## config.mk

```make
export PLATFORM = sky130hd
export DESIGN_NAME = wrc_match
export DESIGN_NICKNAME = d
export VERILOG_FILES = /design/src/rtl/wildcard_rule_classifier_core_defines.svh /design/src/rtl/wrc_pkg.sv /design/src/rtl/wrc_match.sv
export SDC_FILE = /design/constraint.sdc
export NUM_CORES = 1
export LEC_CHECK = 0
export BUFFER_PORTS_ARGS = -buffer_cell sky130_fd_sc_hd__buf_2
export CAP_MARGIN = 20
export CORE_AREA = 2 2 259 261
export DETAILED_ROUTE_END_ITERATION = 12
export DIE_AREA = 0 0 261 263
export PLACE_DENSITY = 0.3
export SLEW_MARGIN = 20
export SYNTH_ARGS = -nofsm -noshare
export SYNTH_HDL_FRONTEND = slang
export SYNTH_SLANG_ARGS = --single-unit
```

## constraint.sdc

```tcl
create_clock -name vclk -period 1.31
set_clock_uncertainty 0.1 [all_clocks]
set_input_delay 0.0655 -clock vclk [all_inputs]
set_output_delay 0.0655 -clock vclk [all_outputs]
set_load 0.1 [all_outputs]
```

## src/rtl/wildcard_rule_classifier_core_defines.svh

```systemverilog
// assertion macros for the wildcard rule classifier
`ifndef WILDCARD_RULE_CLASSIFIER_CORE_DEFINES_SVH
`define WILDCARD_RULE_CLASSIFIER_CORE_DEFINES_SVH

// same-cycle implication, clocked on clk_i, off while rst_ni is low
`define WRC_ASSERT_NOW(lbl, ante, cons) \
  lbl: assert property (@(posedge clk_i) disable iff (!rst_ni) (ante) |-> (cons)) \
    else $error("wrc assertion failed");

// next-cycle implication
`define WRC_ASSERT_NEXT(lbl, ante, cons) \
  lbl: assert property (@(posedge clk_i) disable iff (!rst_ni) (ante) |=> (cons)) \
    else $error("wrc assertion failed");

`endif

```

## src/rtl/wrc_pkg.sv

```systemverilog
// shared types and constants of the wildcard rule classifier
`timescale 1ns / 1ps

package wrc_pkg;

  localparam int MAX_RULES   = 256;
  localparam int NUM_KEYS    = 9;
  localparam int KEY_W       = 32;
  localparam int TYPE_W      = 31;
  localparam int ENTRY_IDX_W = 8;
  localparam int IDX_W       = (MAX_RULES > 1) ? $clog2(MAX_RULES) : 1;
  localparam int CNT_W       = $clog2(MAX_RULES + 1);

  typedef enum logic [1:0] {
    REQ_LOAD     = 2'd0,
    REQ_CLASSIFY = 2'd1,
    REQ_CLEAR    = 2'd2
  } req_e;

  typedef enum logic [1:0] {
    ST_IDLE,
    ST_SCAN,
    ST_RESP
  } state_e;

  typedef logic [NUM_KEYS-1:0][KEY_W-1:0] keys_t;

  typedef struct packed {
    logic [TYPE_W-1:0] src;
    keys_t             keys;
    logic [TYPE_W-1:0] tgt;
  } entry_t;

endpackage

```

## src/rtl/wrc_match.sv

```systemverilog
// wildcard compare of one stored rule against an event
`timescale 1ns / 1ps

module wrc_match (
  input  wrc_pkg::entry_t                entry_i,
  input  logic [wrc_pkg::TYPE_W-1:0]     src_i,
  input  wrc_pkg::keys_t                 keys_i,
  output logic                           match_o
);

  logic [wrc_pkg::NUM_KEYS-1:0] key_ok;

  always_comb begin
    for (int k = 0; k < wrc_pkg::NUM_KEYS; k++) begin
      // all ones in a rule key matches anything
      key_ok[k] = (entry_i.keys[k] == '1) || (entry_i.keys[k] == keys_i[k]);
    end
  end

  assign match_o = (entry_i.src == src_i) && (&key_ok);

endmodule

```

==> qor.csv, run 1 <==
stage,metric,value,unit
timing,Fin Setup TNS,-778.1,ps
yosys,largest family of logic cells by synthesized area,XOR/XNOR gates,
detailed_routing,DRC,0,
setup_path,CP Cell Sequence,"buf_2, xnor2_1, nand4_1, nor4_2, a22oi_2, nor4_2, buf_4, and3_4, buf_12",
yosys,Synth top area share,61.94,%
finish,register area,0,µm²
yosys,ranking of synthesized cells by area,"xnor2_1 (62%), nand4_1 (22%), nor4_1 (6.9%)",
place,Port Buf Inserts,639,
finish,"commonest non-fill, non-tap cell in the layout",buf_2,
yosys,Synth cell types,7,
detailed_routing,drt wl/cell,17.23,µm
finish,clock buf count,0,
cts,post-cts hold buffer count,0,
yosys,Synth Area in Simple Gates,29.74,%
timing,post-route setup slack,-778.1,ps
global_route,global-route wire length before repair,51280,µm
yosys,"area leader, netlist",xnor2_1,
power_and_ir_drop,Power Dens Cells,309.8,nW/µm²
floorplan,Starting Density,6.206,%
timing,max-slew violations,0,
detailed_routing,"antenna viol nets, final",0,
setup_path,CP Capture Point,match_o,
detailed_routing,Max Used Layer,met5,
global_route,GRT Residual Overflow,0,
place,GPL Wtd Cong,0.8662,
finish,most frequent cells in the layout,"buf_2 (629), xnor2_1 (261), buf_4 (177)",
yosys,sequential share of the synthesized area,0,%
floorplan,Die X,261,µm
global_route,largest net degree at the start of global routing,3,
finish,fin nets,2009,
detailed_routing,DRT Pass-1 Iters,4,
floorplan,die height,263,µm
finish,share of cells above drive strength 1,65.10,%
detailed_routing,WL met3,3149,µm
setup_path,Worst Setup End Kind,output pin,
run_status,outcome,"finished, violations left",
floorplan,Std-Cell Rows,94,
detailed_routing,Initial DRC Count,175,
yosys,Mapped Nets,1191,
place,DP Worst Slack,-1240,ps
yosys,synthesized cell area,4073,µm²
yosys,Post-Synth XOR/XNOR Area,68.60,%
yosys,mux contribution to synthesized area,0,%
power_and_ir_drop,worst vdd ir,0.0001162,V
yosys,compound-cell area share of the yosys netlist,1.659,%
setup_path,"Req. time, crit path",1140,ps
yosys,Synth Area in Adders,0,%
finish,final-layout fill cell count,7664,
timing,Final Setup Violations,1,
detailed_routing,total number of vias,7336,
timing,Hold Fails Final Rpt,0,
timing,Slew Limit Headroom,61.89,%
detailed_routing,drt total wl,38000,µm
worst_hold_path,hold crit path type,input port to output pin,
timing,crit share post-route,159.4,%
finish,sequential cell count,0,
run_status,failing checks,setup timing,
detailed_routing,M1 WL,12940,µm
setup_path,CP startpoint kind,input port,
floorplan,I/O pins,670,
timing,highest clock rate,0.4789,GHz
global_route,GRT Util Overall,10.15,%
setup_path,CP Max Fanout,2,
timing,RSZ-0062 raised after global routing,true,
timing,minimum clock period,2088,ps
yosys,Synthesis Warnings,0,
setup_path,CP Class,input port to output pin,
yosys,Mapped Avg Cell Area,7.802,µm²
flow_run,max-cap violation count,0,
place,dpl hpwl,36220,µm
floorplan,die area,68640,µm²
global_route,initial antenna violation count,7,
yosys,Synth Instances,522,
timing,worst-margin pin slew,566.4,ps
finish,Area Growth Syn to Fin,150.0,%
detailed_routing,met2 WL,20580,µm
setup_path,Critical Path Most Common Cell,nor4_2,
setup_path,"Data arrival, critical path",1920,ps
setup_path,Setup crit start,entry_i[265],
power_and_ir_drop,leakage,0.004394,µW
floorplan,core area,65630,µm²
setup_path,Crit-path slowest cell,nor4_2,
global_route,vias in the first global route,8263,
finish,Multi-input gate area,4482,µm²
detailed_routing,post-DR vias/cell,3.325,
setup_path,crit-path max cell delay,390,ps
## area by class of cell
cell class / count / area share [%]
well taps: 864 / 10.62
repair buffers: 816 / 45.26
multi-input cells: 522 / 44.03
diodes: 4 / 0.09833
## stage by stage
| step | instances | total power (µW) | utilization, % | hold WS [ps] | area, µm² |
|---|---|---|---|---|---|
| 6_report | 2206 | 3154 | 15.51 | 904.3 | 10180 |
| 5_1_grt | 2206 | 3400 | 15.51 | 973.6 | 10180 |
| 4_1_cts | 2202 | 3155 | 15.23 | 936.6 | 9993 |
| 3_5_place_dp | 2203 | 3082 | 14.91 | 928.4 | 9788 |
| 3_3_place_gp | 2203 | 3091 | 14.91 | 928.7 | 9788 |
| 2_1_floorplan | 522 | 962.5 | - | 543.0 | 4145 |
## logic make-up (layout without fill, tap and decap cells)
group	count (synthesis)	count (layout)
AO/OA/AOI/OAI	9	9
buffers and inverters	0	816
other	0	4
XOR/XNOR	319	319
AND/OR/NAND/NOR	194	194
## synthesized netlist by cell type, drive strengths merged
cell	number
nor3	2
nand4	146
xor2	31
and3	1
nor4	45
a22oi	9
xnor2	288
## where the power goes
part	total (µW)	switching, µW	internal (µW)
clock	0.000410	0	0.000410
combinational	3150	1350	1800
sequential	0	0	0
## worst min path at each step
stage | startpoint | endpoint | slack [ps] | cells after the start
after CTS | src_i[14] | match_o | 940 | 8
final | src_i[1] | match_o | 900 | 8
after detailed placement | src_i[13] | match_o | 930 | 8
after floorplan | entry_i[344] | match_o | 540 | 5
after global routing | src_i[13] | match_o | 970 | 8
after global placement | src_i[5] | match_o | 930 | 8
## layer usage
metal  up-vias  GRT usage, %
met2       436         20.75
met1      3242         9.992
met3        39         1.810
li1       3617             -
met4         2         3.317
met5         -             0
## critical path: cells and delay by family
family          cells  cell delay (ps)
xor+xnor            1              160
compound gates      1              110
buf+inv             3              460
simple gates        4             1120
## timing repair
action,in CTS,in global routing
setup buffers,0,0
resized for setup,34,29
endpoints found under the setup margin,1,1
pin swaps,14,21
Note: power is estimated with default switching activity, not from simulation.
==> inputs of run 2 (changes only) <==
- CORE_AREA: 2 2 259 261 -> 2 2 262 264
- DIE_AREA: 0 0 261 263 -> 0 0 264 266
- clock period: 1.31 -> 2.5 ns (I/O delays scaled with it)
==> qor.csv, run 2 (synthesis gave the netlist of run 1 again) <==
stage,metric,value,unit,change
setup_path,Worst Setup End Kind,output pin,,
global_route,gr busiest metal,met2,,
finish,Area Growth Syn to Fin,114.2,%,
power_and_ir_drop,Power Dens Cells,162.5,nW/µm²,-48%
worst_hold_path,hold path start,src_i[4],,
setup_path,CP Class,input port to output pin,,
detailed_routing,post-DR vias/cell,3.316,,-0.29%
timing,Fin Setup TNS,0,ps,+778.1 ps
finish,clock buf count,0,,unchanged
setup_path,CP Cell Sequence,"buf_2, xnor2_1, nand4_1, buf_6, nor4_4, a22oi_2, nor4_2, buf_4, and3_1, buf_12",,
global_route,vias in the first global route,7577,,-8.3%
cts,post-cts hold buffer count,0,,unchanged
setup_path,Crit-path slowest cell,nor4_4,,
worst_hold_path,hold crit path type,input port to output pin,,
floorplan,die area,70220,µm²,+2.3%
global_route,global-route wire length before repair,50320,µm,-1.9%
setup_path,CP startpoint kind,input port,,
global_route,Global Route met2 Usage,18.48,%,-2.3 points
place,dpl hpwl,36430,µm,+0.59%
timing,worst-margin pin slew,513.8,ps,-52.63 ps
global_route,largest net degree at the start of global routing,3,,unchanged
setup_path,buffers and inverters on the worst path,4,,+1
power_and_ir_drop,leakage,0.003518,µW,-20%
detailed_routing,total number of vias,6874,,-6.3%
setup_path,crit-path max cell delay,300,ps,-90 ps
finish,"Design Area, Final",8723,µm²,-14%
finish,most frequent cells in the layout,"buf_2 (638), xnor2_1 (281), nand4_1 (146)",,
timing,Final Setup Violations,0,,-1
run_status,outcome,completed,,
floorplan,core area,67750,µm²,+3.2%
setup_path,"CP delay by family, top",simple AND/OR/NAND/NOR gates,,
worst_hold_path,end of the worst hold path,match_o,,
setup_path,CP Max Fanout,2,,unchanged
finish,share of cells above drive strength 1,57.20,%,-7.9 points
timing,crit share post-route,94.67,%,
global_route,GR Util met1,11.52,%,+1.5 points
cts,setup bufs post-CTS,0,,unchanged
worst_hold_path,hold depth,8,,unchanged
flow_run,max-cap violation count,0,,unchanged
detailed_routing,drt total wl,37660,µm,-0.90%
finish,final non-filler cell total,2073,,-6.0%
power_and_ir_drop,total power,1418,µW,-55%
timing,Slew Limit Headroom,65.75,%,+3.9 points
finish,final-layout fill cell count,7968,,+4.0%
place,Placed Instances,2069,,-6.1%
detailed_routing,DRC,0,,unchanged
timing,max-slew violations,0,,unchanged
global_route,GR Util met3,1.904,%,+0.094 points
detailed_routing,DRT Pass-1 Iters,4,,unchanged
detailed_routing,Initial DRC Count,180,,+2.9%
place,post-placement cell area,8584,µm²,-12%
global_route,initial antenna violation count,13,,+6
place,Port Buf Inserts,639,,unchanged
floorplan,die height,266,µm,+1.1%
finish,"commonest non-fill, non-tap cell in the layout",buf_2,,
floorplan,Starting Density,6.012,%,-0.19 points
timing,Hold Fails Final Rpt,0,,unchanged
place,GPL Wtd Cong,0.9195,,+6.2%
timing,RSZ-0062 raised after global routing,false,,
timing,minimum clock period,2367,ps,
finish,fin nets,1858,,-7.5%
floorplan,I/O pins,670,,unchanged
finish,sequential cell count,0,,unchanged
setup_path,"Req. time, crit path",2280,ps,+1140 ps
finish,register area,0,µm²,unchanged
floorplan,Std-Cell Rows,96,,+2.1%
detailed_routing,"antenna viol nets, final",0,,unchanged
power_and_ir_drop,worst vdd ir,0.00004777,V,-59%
timing,highest clock rate,0.4225,GHz,
floorplan,Die X,264,µm,+1.1%
global_route,GRT Util Overall,9.950,%,-0.20 points
global_route,GRT Residual Overflow,0,,unchanged
setup_path,"Data arrival, critical path",2140,ps,+220 ps
detailed_routing,drt wl/cell,18.17,µm,+5.5%
-- run 2: report_power, final --
part	internal (µW)	total (µW)	switching (µW)
Sequential	0	0	0
Combinational	759	1420	659
Clock	0.000214	0.000214	0
Total	759	1420	659
-- run 2: layout make-up --
cell class | count | area [µm²] | share of cell area [%]
timing repair buffer | 665 | 3412 | 39.11
multi-input combinational | 522 | 4198 | 48.12
tap | 882 | 1104 | 12.65
antenna | 4 | 10.01 | 0.1147
-- run 2: how the worst max path moves through the flow --
stage | start | endpoint | slack [ps] | cells after the start
finish | entry_i[116] | match_o | 130 | 10
global route | entry_i[163] | match_o | 7 | 10
CTS | entry_i[231] | match_o | 0.7 | 10
detailed placement | entry_i[116] | match_o | -240 | 10
global placement | entry_i[116] | match_o | -220 | 10
floorplan | entry_i[45] | match_o | 520 | 6
-- run 2: metal layers --
| layer | share of wire [%] | wire [µm] |
|---|---|---|
| met3 | 7.9 | 2957 |
| met2 | 49 | 18540 |
| met1 | 39 | 14820 |
| met4 | 3.4 | 1276 |
| met5 | 0.17 | 63 |
-- run 2: timing repair --
item                       4_1_cts  5_1_grt
pin swaps                        2        0
resized for setup                9        9
cloned                           0        0
setup endpoints to repair        1        1
-- run 2: tightest hold or removal path: cells and delay by family --
family | cells | cell delay [ps]
buf+inv | 3 | 380
simple gates | 4 | 400
xor+xnor | 1 | 120
-- run 2: metrics by stage --
| step | utilization (%) | setup slack, ps | hold WS, ps |
|---|---|---|---|
| final | 12.88 | 133.1 | 1079 |
| after global routing | 12.87 | 6.802 | 1146 |
| after CTS | 12.77 | 0.6732 | 1088 |
| after detailed placement | 12.67 | -237.4 | 1088 |
| after global placement | 12.67 | -223.6 | 1114 |
| after floorplan | - | 517.9 | 865.9 |
